**src/hw/rtl/emda_pkg.sv**
```systemverilog
package emda_pkg;

  // Display modes.
  localparam logic [1:0] MODE_OFF     = 2'd0;
  localparam logic [1:0] MODE_MONITOR = 2'd1;
  localparam logic [1:0] MODE_DRIVE   = 2'd2;
  localparam logic [1:0] MODE_SPEED   = 2'd3;

  // Lamp states.
  localparam logic [1:0] LAMP_OFF   = 2'd0;
  localparam logic [1:0] LAMP_ON    = 2'd1;
  localparam logic [1:0] LAMP_ALARM = 2'd2;

  // Command codes.
  localparam logic CMD_SET_MODE = 1'b0;
  localparam logic CMD_SAMPLE   = 1'b1;

  // Configuration register indexes.
  localparam logic [1:0] CFG_COOLANT_LIMIT = 2'd0;
  localparam logic [1:0] CFG_RPM_LIMIT     = 2'd1;

  localparam logic [7:0]  COOLANT_LIMIT_RESET = 8'd110;
  localparam logic [15:0] RPM_LIMIT_RESET     = 16'd6000;
  localparam logic [13:0] RPM_SHOW_MAX        = 14'd9999;

  // Reciprocal of ten: (v * 6554) >> 16 is v / 10 for v below 10000.
  localparam logic [12:0] RECIP10_14 = 13'd6554;
  // Reciprocal of ten: (v * 205) >> 11 is v / 10 for v below 100.
  localparam logic [7:0]  RECIP10_7  = 8'd205;

  // Digit positions.
  localparam logic [3:0] POS_MODE   = 4'd0;
  localparam logic [3:0] POS_A_THOU = 4'd1;
  localparam logic [3:0] POS_A_HUND = 4'd2;
  localparam logic [3:0] POS_A_TENS = 4'd3;
  localparam logic [3:0] POS_A_ONES = 4'd4;
  localparam logic [3:0] POS_ZERO   = 4'd5;
  localparam logic [3:0] POS_B_THOU = 4'd6;
  localparam logic [3:0] POS_B_HUND = 4'd7;
  localparam logic [3:0] POS_B_TENS = 4'd8;
  localparam logic [3:0] POS_LAST   = 4'd9;

  // One classified sample word, as it travels from front to back.
  typedef struct packed {
    logic [1:0]  mode;
    logic [1:0]  lamp;
    logic [1:0]  a_hund;
    logic [3:0]  a_tens;
    logic [3:0]  a_ones;
    logic [13:0] b_val;
  } sample_t;

  // Seven-segment pattern of a decimal digit, bit 0 is segment a.
  function automatic logic [6:0] seg_of(input logic [3:0] d);
    logic [6:0] s;
    begin
      case (d)
        4'd0: s = 7'h3F;
        4'd1: s = 7'h06;
        4'd2: s = 7'h5B;
        4'd3: s = 7'h4F;
        4'd4: s = 7'h66;
        4'd5: s = 7'h6D;
        4'd6: s = 7'h7D;
        4'd7: s = 7'h07;
        4'd8: s = 7'h7F;
        4'd9: s = 7'h6F;
        default: s = 7'h00;
      endcase
      seg_of = s;
    end
  endfunction

endpackage

```
**src/hw/rtl/engine_monitor_display_alarm.sv**
```systemverilog
// A sample accepted by the front passes the queue and the back's sample register,
// then its digit 0 is registered on the outputs. One digit word per cycle when not
// stalled, set by the single digit result register; a set-mode word makes no output.
// The front accepts words while the two-entry queue has room.
// Reset (synchronous, rst high): mode off, limits 110 and 6000, queue and outputs empty.
module engine_monitor_display_alarm
  import emda_pkg::*;
#(
  parameter int QUEUE_DEPTH = 2
) (
  input  logic        clk,
  input  logic        rst,
  input  logic        cfg_valid,
  output logic        cfg_ready,
  input  logic [1:0]  cfg_index,
  input  logic [15:0] cfg_data,
  input  logic        in_valid,
  output logic        in_stall,
  input  logic        cmd,
  input  logic [1:0]  mode,
  input  logic [7:0]  air_temp,
  input  logic [7:0]  coolant_temp,
  input  logic [15:0] rpm,
  input  logic [7:0]  intake_temp,
  input  logic [7:0]  pedal,
  output logic        out_valid,
  input  logic        out_stall,
  output logic [3:0]  digit_index,
  output logic [6:0]  segments,
  output logic [1:0]  lamp,
  output logic        last
);

  logic    q_full;
  logic    q_not_empty;
  logic    q_push;
  logic    q_pop;
  sample_t push_word;
  sample_t pop_word;

  assign cfg_ready = 1'b1;
  assign in_stall  = q_full;

  // Front: takes words, keeps mode and limits, classifies samples.
  emda_front u_front (
    .clk          (clk),
    .rst          (rst),
    .cfg_valid    (cfg_valid),
    .cfg_index    (cfg_index),
    .cfg_data     (cfg_data),
    .in_valid     (in_valid),
    .cmd          (cmd),
    .mode         (mode),
    .air_temp     (air_temp),
    .coolant_temp (coolant_temp),
    .rpm          (rpm),
    .intake_temp  (intake_temp),
    .pedal        (pedal),
    .q_full       (q_full),
    .q_push       (q_push),
    .q_word       (push_word)
  );

  // Queue between front and back.
  emda_queue #(
    .DEPTH (QUEUE_DEPTH)
  ) u_queue (
    .clk       (clk),
    .rst       (rst),
    .push      (q_push),
    .push_word (push_word),
    .pop       (q_pop),
    .full      (q_full),
    .not_empty (q_not_empty),
    .pop_word  (pop_word)
  );

  // Back: converts and sends the ten digit words.
  emda_back u_back (
    .clk         (clk),
    .rst         (rst),
    .q_not_empty (q_not_empty),
    .q_word      (pop_word),
    .q_pop       (q_pop),
    .out_valid   (out_valid),
    .out_stall   (out_stall),
    .digit_index (digit_index),
    .segments    (segments),
    .lamp        (lamp),
    .last        (last)
  );

endmodule

```
**src/hw/rtl/emda_front.sv**
```systemverilog
module emda_front
  import emda_pkg::*;
(
  input  logic          clk,
  input  logic          rst,
  input  logic          cfg_valid,
  input  logic [1:0]    cfg_index,
  input  logic [15:0]   cfg_data,
  input  logic          in_valid,
  input  logic          cmd,
  input  logic [1:0]    mode,
  input  logic [7:0]    air_temp,
  input  logic [7:0]    coolant_temp,
  input  logic [15:0]   rpm,
  input  logic [7:0]    intake_temp,
  input  logic [7:0]    pedal,
  input  logic          q_full,
  output logic          q_push,
  output sample_t       q_word
);

  logic [1:0]  current_mode;
  logic [7:0]  coolant_limit;
  logic [15:0] rpm_limit;

  logic        in_accept;
  logic [7:0]  a_val;
  logic [1:0]  a_hund;
  logic [6:0]  a_rem;
  logic [14:0] a_prod;
  logic [3:0]  a_tens;
  logic [13:0] rpm_sat;

  assign in_accept = in_valid && !q_full;
  assign q_push    = in_accept && (cmd == CMD_SAMPLE);

  // Mode and limit registers.
  always_ff @(posedge clk) begin
    if (rst) begin
      current_mode  <= MODE_OFF;
      coolant_limit <= COOLANT_LIMIT_RESET;
      rpm_limit     <= RPM_LIMIT_RESET;
    end else begin
      if (in_accept && (cmd == CMD_SET_MODE)) begin
        current_mode <= mode;
      end
      if (cfg_valid) begin
        if (cfg_index == CFG_COOLANT_LIMIT) begin
          coolant_limit <= cfg_data[7:0];
        end else if (cfg_index == CFG_RPM_LIMIT) begin
          rpm_limit <= cfg_data;
        end
      end
    end
  end

  // Pick the left-hand reading for the current mode.
  always_comb begin
    case (current_mode)
      MODE_MONITOR: a_val = air_temp;
      MODE_DRIVE:   a_val = intake_temp;
      default:      a_val = pedal;
    endcase
  end

  // Split the eight-bit reading into hundreds, tens and ones.
  always_comb begin
    if (a_val >= 8'd200) begin
      a_hund = 2'd2;
      a_rem  = 7'(a_val - 8'd200);
    end else if (a_val >= 8'd100) begin
      a_hund = 2'd1;
      a_rem  = 7'(a_val - 8'd100);
    end else begin
      a_hund = 2'd0;
      a_rem  = a_val[6:0];
    end
    a_prod = 15'(a_rem) * 15'(RECIP10_7);
    a_tens = a_prod[14:11];
  end

  // The right-hand reading: coolant, or rpm held at four digits.
  always_comb begin
    if (rpm > 16'(RPM_SHOW_MAX)) begin
      rpm_sat = RPM_SHOW_MAX;
    end else begin
      rpm_sat = rpm[13:0];
    end
  end

  // Build the queue word.
  always_comb begin
    q_word.mode   = current_mode;
    q_word.a_hund = a_hund;
    q_word.a_tens = a_tens;
    q_word.a_ones = 4'(a_rem - 7'({a_tens, 3'b000}) - 7'({a_tens, 1'b0}));
    if (current_mode == MODE_MONITOR) begin
      q_word.b_val = 14'(coolant_temp);
    end else begin
      q_word.b_val = rpm_sat;
    end
    if (current_mode == MODE_OFF) begin
      q_word.lamp = LAMP_OFF;
    end else if ((coolant_temp > coolant_limit) || (rpm > rpm_limit)) begin
      q_word.lamp = LAMP_ALARM;
    end else begin
      q_word.lamp = LAMP_ON;
    end
  end

endmodule

```
**src/hw/rtl/emda_queue.sv**
```systemverilog
module emda_queue
  import emda_pkg::*;
#(
  parameter int DEPTH = 2
) (
  input  logic    clk,
  input  logic    rst,
  input  logic    push,
  input  sample_t push_word,
  input  logic    pop,
  output logic    full,
  output logic    not_empty,
  output sample_t pop_word
);

  localparam int PTR_W = (DEPTH > 1) ? $clog2(DEPTH) : 1;
  localparam int CNT_W = $clog2(DEPTH + 1);
  localparam logic [PTR_W-1:0] PTR_LAST = PTR_W'(DEPTH - 1);

  sample_t          mem [DEPTH];
  logic [PTR_W-1:0] wr_ptr;
  logic [PTR_W-1:0] rd_ptr;
  logic [CNT_W-1:0] count;

  assign full      = (count == CNT_W'(DEPTH));
  assign not_empty = (count != '0);
  assign pop_word  = mem[rd_ptr];

  // Storage of queued words.
  always_ff @(posedge clk) begin
    if (push) begin
      mem[wr_ptr] <= push_word;
    end
  end

  // Pointers and fill count.
  always_ff @(posedge clk) begin
    if (rst) begin
      wr_ptr <= '0;
      rd_ptr <= '0;
      count  <= '0;
    end else begin
      if (push) begin
        wr_ptr <= (wr_ptr == PTR_LAST) ? '0 : PTR_W'(wr_ptr + 1'b1);
      end
      if (pop) begin
        rd_ptr <= (rd_ptr == PTR_LAST) ? '0 : PTR_W'(rd_ptr + 1'b1);
      end
      if (push && !pop) begin
        count <= CNT_W'(count + 1'b1);
      end else if (pop && !push) begin
        count <= CNT_W'(count - 1'b1);
      end
    end
  end

endmodule

```
**src/hw/rtl/emda_back.sv**
```systemverilog
module emda_back
  import emda_pkg::*;
(
  input  logic       clk,
  input  logic       rst,
  input  logic       q_not_empty,
  input  sample_t    q_word,
  output logic       q_pop,
  output logic       out_valid,
  input  logic       out_stall,
  output logic [3:0] digit_index,
  output logic [6:0] segments,
  output logic [1:0] lamp,
  output logic       last
);

  logic        busy;
  sample_t     cur;
  logic [3:0]  idx;
  logic [2:0]  conv_cnt;
  logic [13:0] conv_val;
  logic [3:0]  bcd [4];

  logic        emit;
  logic        finishing;
  logic [26:0] prod;
  logic [9:0]  quot;
  logic [3:0]  rem;
  logic [3:0]  dval;

  assign emit      = busy && (!out_valid || !out_stall);
  assign finishing = emit && (idx == POS_LAST);
  assign q_pop     = q_not_empty && (!busy || finishing);

  // One decimal digit of the right-hand reading per cycle, least significant first.
  always_comb begin
    prod = 27'(conv_val) * 27'(RECIP10_14);
    quot = prod[25:16];
    rem  = 4'(conv_val - 14'({quot, 3'b000}) - 14'({quot, 1'b0}));
  end

  // Digit value for the current position.
  always_comb begin
    case (idx)
      POS_MODE:   dval = 4'(cur.mode);
      POS_A_THOU: dval = 4'd0;
      POS_A_HUND: dval = 4'(cur.a_hund);
      POS_A_TENS: dval = cur.a_tens;
      POS_A_ONES: dval = cur.a_ones;
      POS_ZERO:   dval = 4'd0;
      POS_B_THOU: dval = bcd[3];
      POS_B_HUND: dval = bcd[2];
      POS_B_TENS: dval = bcd[1];
      default:    dval = bcd[0];
    endcase
  end

  // Sequencer control.
  always_ff @(posedge clk) begin
    if (rst) begin
      busy     <= 1'b0;
      conv_cnt <= '0;
    end else begin
      if (q_pop) begin
        busy     <= 1'b1;
        conv_cnt <= 3'd4;
      end else begin
        if (finishing) begin
          busy <= 1'b0;
        end
        if (conv_cnt != '0) begin
          conv_cnt <= 3'(conv_cnt - 1'b1);
        end
      end
    end
  end

  // Sample word, position and digit conversion.
  always_ff @(posedge clk) begin
    if (q_pop) begin
      cur      <= q_word;
      idx      <= POS_MODE;
      conv_val <= q_word.b_val;
    end else begin
      if (emit) begin
        idx <= 4'(idx + 1'b1);
      end
      if (conv_cnt != '0) begin
        conv_val <= 14'(quot);
        bcd[3]   <= rem;
        bcd[2]   <= bcd[3];
        bcd[1]   <= bcd[2];
        bcd[0]   <= bcd[1];
      end
    end
  end

  // Output register.
  always_ff @(posedge clk) begin
    if (rst) begin
      out_valid <= 1'b0;
    end else if (emit) begin
      out_valid <= 1'b1;
    end else if (!out_stall) begin
      out_valid <= 1'b0;
    end
  end

  always_ff @(posedge clk) begin
    if (emit) begin
      digit_index <= idx;
      segments    <= (cur.mode == MODE_OFF) ? 7'h00 : seg_of(dval);
      lamp        <= cur.lamp;
      last        <= (idx == POS_LAST);
    end
  end

endmodule

```
**config.mk**
```make
export PLATFORM = sky130hd
export DESIGN_NAME = engine_monitor_display_alarm
export DESIGN_NICKNAME = d
export VERILOG_FILES = /design/src/hw/rtl/emda_pkg.sv /design/src/hw/rtl/engine_monitor_display_alarm.sv /design/src/hw/rtl/emda_front.sv /design/src/hw/rtl/emda_queue.sv /design/src/hw/rtl/emda_back.sv
export SDC_FILE = /design/constraint.sdc
export NUM_CORES = 1
export LEC_CHECK = 0
export ABC_AREA = 1
export BUFFER_PORTS_ARGS = -buffer_cell sky130_fd_sc_hd__buf_2
export CORE_UTILIZATION = 39
export CTS_CLUSTER_DIAMETER = 30
export DETAILED_ROUTE_END_ITERATION = 12
export SLEW_MARGIN = 20
export SYNTH_ARGS = -nofsm -noshare
export SYNTH_HDL_FRONTEND = slang
export SYNTH_SLANG_ARGS = --single-unit
```
**constraint.sdc**
```tcl
create_clock -name clk -period 17.6 [get_ports clk]
set_input_delay 0.88 -clock clk [delete_from_list [all_inputs] [get_ports clk]]
set_output_delay 0.88 -clock clk [all_outputs]
set_load 0.05 [all_outputs]
```
* Yosys cells after proc, flatten, opt, wreduce, memory -nomap -nowiden
Memories as Yosys holds them, arrays and structs flattened. A register that Yosys moved wholly into a read port is not among the register bits. Cells that the tools add are included.
Operators by class: $add $sub $neg 12, $mul 2, $lt $le $gt $ge 5, eq/ne operators 14, mux-type cells 29, bitwise gates (word level) 2, reduce and logical (&&, ||, !) cells 30
Operator list (count):
- 2-to-1 mux 14 bit | 4
- case mux 4 bit (8 select lines) | 1
- multiplier 14 x 12 -> 25 bit, second input constant | 1
- equality test 4 x 3 -> 1 bit, second input constant | 4
- greater-than comparator 16 x 14 -> 1 bit, second input constant | 1
- greater-than comparator 16 bit | 1
- case mux 8 bit (2 select lines) | 1
- subtractor 4 bit | 4
- multiplier 7 x 8 -> 15 bit, second input constant | 1
- 2-to-1 mux 1 bit | 14
- 2-to-1 mux 7 bit | 2
- subtractor 7 bit, second input constant | 2
- 2-to-1 mux 2 bit | 5
- equality test 4 x 2 -> 1 bit, second input constant | 2
- equality test 4 bit, second input constant | 2
- >= comparator 8 x 7 -> 1 bit, second input constant | 1
- >= comparator 8 bit, second input constant | 1
- greater-than comparator 8 bit | 1
- logical AND 1 bit | 8
- nonzero test 2 bit | 4
- zero test 1 bit | 6
- zero test 2 bit | 3
- 2-to-1 mux 3 bit | 2
- adder 4 x 1 -> 4 bit, second input constant | 1
- 15 further kinds | 22
Word-level totals: register bits 74, RAM bits 72, bits in read-only memories 112, input bits 74, output and inout port bits 17, word-level logic and storage cells 117, memories kept 3
Memories:
- (no name shown) | words 16, width 7, rd ports 1, clocked after memory_dff 1, wr ports 0, line emda_pkg.sv:57 | case (d)
- u_queue.mem | words 2, width 28, rd ports 1, clocked after memory_dff 1, wr ports 1, line emda_queue.sv:20 | sample_t mem [DEPTH];
- u_back.bcd | words 4, width 4, rd ports 4, clocked after memory_dff 0, wr ports 4, line emda_back.sv:22 | logic [3:0] bcd [4];

* Longest topological paths before layout
depth in word-level cells 9, mapped depth 40, depth with buffers taken out 39

* Hierarchy
From an unflattened synthesis, not the netlist that was laid out.
Unflattened totals: cells, all modules 1279, area, all modules 11866.4 um^2
Modules (own cells, without submodules):
- emda_back | instances 1, cells each 706, area an instance 6323.6 um^2, seq. area each 1921.8 um^2
- emda_front | instances 1, cells each 451, area an instance 3181.8 um^2, seq. area each 520.5 um^2
- emda_queue | instances 1, cells each 120, area an instance 2349.8 um^2, seq. area each 1781.7 um^2
- engine_monitor_display_alarm | instances 1, cells each 2, area an instance 11.3 um^2, seq. area each 0.0 um^2

* Least setup slack after synthesis
OpenSTA, ideal clock, no wires.
path kind in2reg, start input port pedal[3], end memory u_queue.mem[0][17] in the netlist's numbering, data pin, library setup time 0.257 ns, arrival 5.511 ns, data required time 17.343 ns, path slack 11.832 ns, stages 34, buffers on the path 0, cell sequence or2_2 -> nand2_4 -> ha_1 -> nand3_1 -> nand2_1 -> nand2_1 -> nand2_2 -> nand2_2 -> o22ai_1 -> xor2_1 -> inv_1 -> ha_1 -> fa_1 -> ha_1 -> inv_1 -> fa_1 -> inv_1 -> ha_1 -> nand2_1 -> nor2_1 -> nand2_1 -> o21ai_0 -> o21bai_1 -> xor2_1 -> ha_1 -> inv_1 -> nand2_1 -> nand2_1 -> inv_1 -> nand3_1 -> nand2_1 -> inv_1 -> nand2_1 -> nand2_1
RTL lines:
- start: declaration | line engine_monitor_display_alarm.sv:25 | input logic [7:0] pedal,
- end: declaration | line emda_queue.sv:20

==> metrics.cfg <==
[timing]
rsz0062_at_grt = no
tightest_slew_ns = 0.893
hold_viol = 0
fmax_mhz = 158
slew_viol_final = 0
setup_viol = 0
clock_skew_ns = 0.0132
setup-tns-final_ns = 0
hold_ws_ns = 0.450
finalCriticalPeriod_ns = 6.32
fin_crit_sh = 0.359
slew-limit-headroom = 0.404

[critical_path]
setup.worst_path.start = u_front.current_mode[0]
cp_slowest_cell = ha_1
ff2ff_path_depth = 36
worstSetupEndpoint = u_queue.mem[1][17]
slowest_delay_ns = 0.48
worst_ep_arrival_time_ns = 6.49
path_class = reg -> reg
reg2reg_slack_ns = 11.28
required_ns = 17.77
worstSetupEndpointType = flop
regToRegStartpoint = u_front.current_mode[0]
cp_common_cell = nand2_1
cp-start-kind = flop
worstReg2RegEnd = u_queue.mem[1][17]
path_max_fanout = 16

[logic_synthesis]
synthDistinctLibCells = 49
synth_top_area_cell = edfxtp_1
synth-async-reset-ratio = 0
syn_area_sq_mm = 0.0111
synthFlopType = edfxtp_1
syn_nets = 1450
synth-seq-area-share = 0.382
ys_top_cells_by_count = 206 x inv_1, 201 x nand2_1, 167 x ha_1, 114 x edfxtp_1, 76 x a21oi_1
synth_edf_count = 114
synth_top_area_share = 0.309
synth_area_leaders = edfxtp_1 31%, ha_1 19%, fa_1 10%
ys_ff_latch = 154
synth_area_per_cell_sq_um = 9.60
synthMostInstantiatedCell = inv_1
synth_cells = 1153
yosys_warnings = 0

[die]
initial_utilization = 0.397
die_h_microns = 170
die_area_sq_mm = 0.0291
pin_count = 91
core_sq_mm = 0.0279
std_cell_rows = 61
die_w_microns = 170

[outcome]
status = finished, final reports clean

[route]
first_iter_violations = 393
wl_mm = 21.3
wl_per_cell_microns = 13.0
detail-route-antenna-nets = 0
via_count = 7702
route.detailed.drc = 0
firstDrtPassIters = 5
via_per_inst = 4.70

[cts]
cts_root_buffer = clkbuf_16
ctsHoldBuffers = 0
numClockSinks = 154
h-tree-depth = 4
clk_pin_slew_ns = 0.06
cts_buffers = 17
clk-insertion-delay-late_ns = 0.42
cts_setup_buffers = 0
cts_tree = done
cts_resized = 0
max-clock-path-buffers = 2

[finish]
drive_gt1_frac = 0.133
instances_no_fill = 1637
nets = 1543
areaGrowthSynthToFinish_pct = 13.2
n_fill_cell = 2626
diodes = 0

[global_route]
grt_pass1_vias = 7614
overflow = 0
grt_use_total = 0.158
antenna_found_initial = 0
grt_pass1_wl_mm = 36.4
grt_max_degree = 37

[placed_design]
dp.cells = 1605
portBuffers = 89
gp_congestion = 0.825
hpwl_mm = 17.1

[hold_path]
hold_class = reg -> reg

[flow_run]
cap_violations = 0

-- how the worst min path moves through the flow --
stage                           startpoint               end  slack (ns)  cells past startpoint
final                     u_back.bcd[1][0]  u_back.bcd[0][0]        0.45                      0
after global routing        u_back.cur[25]    u_back.lamp[1]        0.45                      0
after CTS                   u_back.cur[25]    u_back.lamp[1]        0.45                      0
after detailed placement    u_back.cur[25]    u_back.lamp[1]        0.43                      0
after global placement    u_back.bcd[2][1]  u_back.bcd[1][1]        0.43                      0
after floorplan             u_back.cur[24]    u_back.lamp[0]        0.40                      0
-- through the flow --
stage,util,setup WS [ns],instance area [sq um]
5_1_grt,0.450,10.58,12500
3_5_place_dp,0.429,11.23,11900
3_3_place_gp,0.429,11.38,11900
6_report,0.450,11.28,12500
4_1_cts,0.450,11.21,12500
2_1_floorplan,-,11.83,11100
-- routing by layer --
layer | GRT usage | up-vias | part of all wire
met1 | 0.218 | 3543 | 0.51
met2 | 0.257 | 117 | 0.45
met3 | 0.0263 | 16 | 0.032
met5 | 0 | - | 0
li1 | - | 4026 | -
met4 | 0.0407 | 0 | 0.0095
-- area by class of cell --
class	count	area, sq um	share of cell area
multi-input cells	767	5970	0.476
well taps	378	473	0.0377
repair buffers	94	483	0.0385
clock inverters	8	78.8	0.00629
flip-flops and latches	154	4220	0.337
clock buffers	24	515	0.0411
inverters	212	796	0.0635
-- kinds of logic (layout without fill, tap and decap cells) --
kind of cell               count (synthesis)  count (layout)  synth area share
other                                      1               1          0.000339
adders and majority gates                223             223             0.290
buffers and inverters                    232             338            0.0802
xor gates and xnor gates                  28              28            0.0222
DFF                                      154             154             0.382
and+or+nand+nor                          335             335             0.131
AOI/OAI and AO/OA                        180             180            0.0947
-- state kept, by name, summed over array words and instances, names as in the netlist, 2 cells and up, named ones only --
| signal | cells |
|---|---|
| u_queue.mem | 56 |
| u_back.bcd | 16 |
| u_front.rpm_limit | 16 |
| u_back.conv_val | 14 |
| u_back.cur | 14 |
| u_front.coolant_limit | 8 |
| u_back.segments | 7 |
| u_back.digit_index | 4 |
| u_back.idx | 4 |
| u_back.conv_cnt | 3 |
| u_back.lamp | 2 |
| u_front.current_mode | 2 |
| u_queue.count | 2 |
-- cell usage in the layout, fill, tap and decap left out, types with 2 or more instances in the layout --
cell type / Yosys / routed
a211oi_1: 2 / 2
a21o_1: 6 / 6
a21oi_1: 76 / 75
a31oi_1: 6 / 6
a32oi_1: 2 / 2
buf_2: 2 / 89
buf_4: 2 / 5
clkbuf_1: 12 / 2
clkbuf_16: 0 / 19
clkbuf_8: 0 / 2
clkinv_2: 0 / 2
dfxtp_1: 40 / 40
edfxtp_1: 114 / 114
fa_1: 56 / 56
ha_1: 167 / 167
inv_1: 206 / 206
inv_2: 5 / 5
inv_4: 0 / 2
inv_6: 0 / 2
nand2_1: 201 / 201
nand2_2: 16 / 16
nand2_4: 2 / 2
nand3_1: 45 / 45
nand3_2: 4 / 4
nand4_1: 5 / 5
nor2_1: 42 / 40
nor2_2: 2 / 4
nor3_1: 7 / 7
nor4_1: 2 / 2
o2111ai_1: 2 / 2
o211ai_1: 13 / 13
o21ai_0: 49 / 49
o21ai_2: 3 / 3
o221ai_1: 2 / 2
o22ai_1: 10 / 10
or2_2: 6 / 6
xnor2_1: 12 / 12
xor2_1: 16 / 16
-- worst max-delay path, delay by kind of cell (launching register included) --
| family | cells | cell delay (ns) |
|---|---|---|
| buffers and inverters | 7 | 0.46 |
| adders and majority gates | 8 | 2.61 |
| AOI/OAI and AO/OA | 3 | 0.50 |
| xor gates and xnor gates | 2 | 0.52 |
| and+or+nand+nor | 16 | 1.59 |
| DFF | 1 | 0.36 |
Power is not shown: default switching activity piles up to over one toggle a cycle in this logic, so the estimate is an artifact.
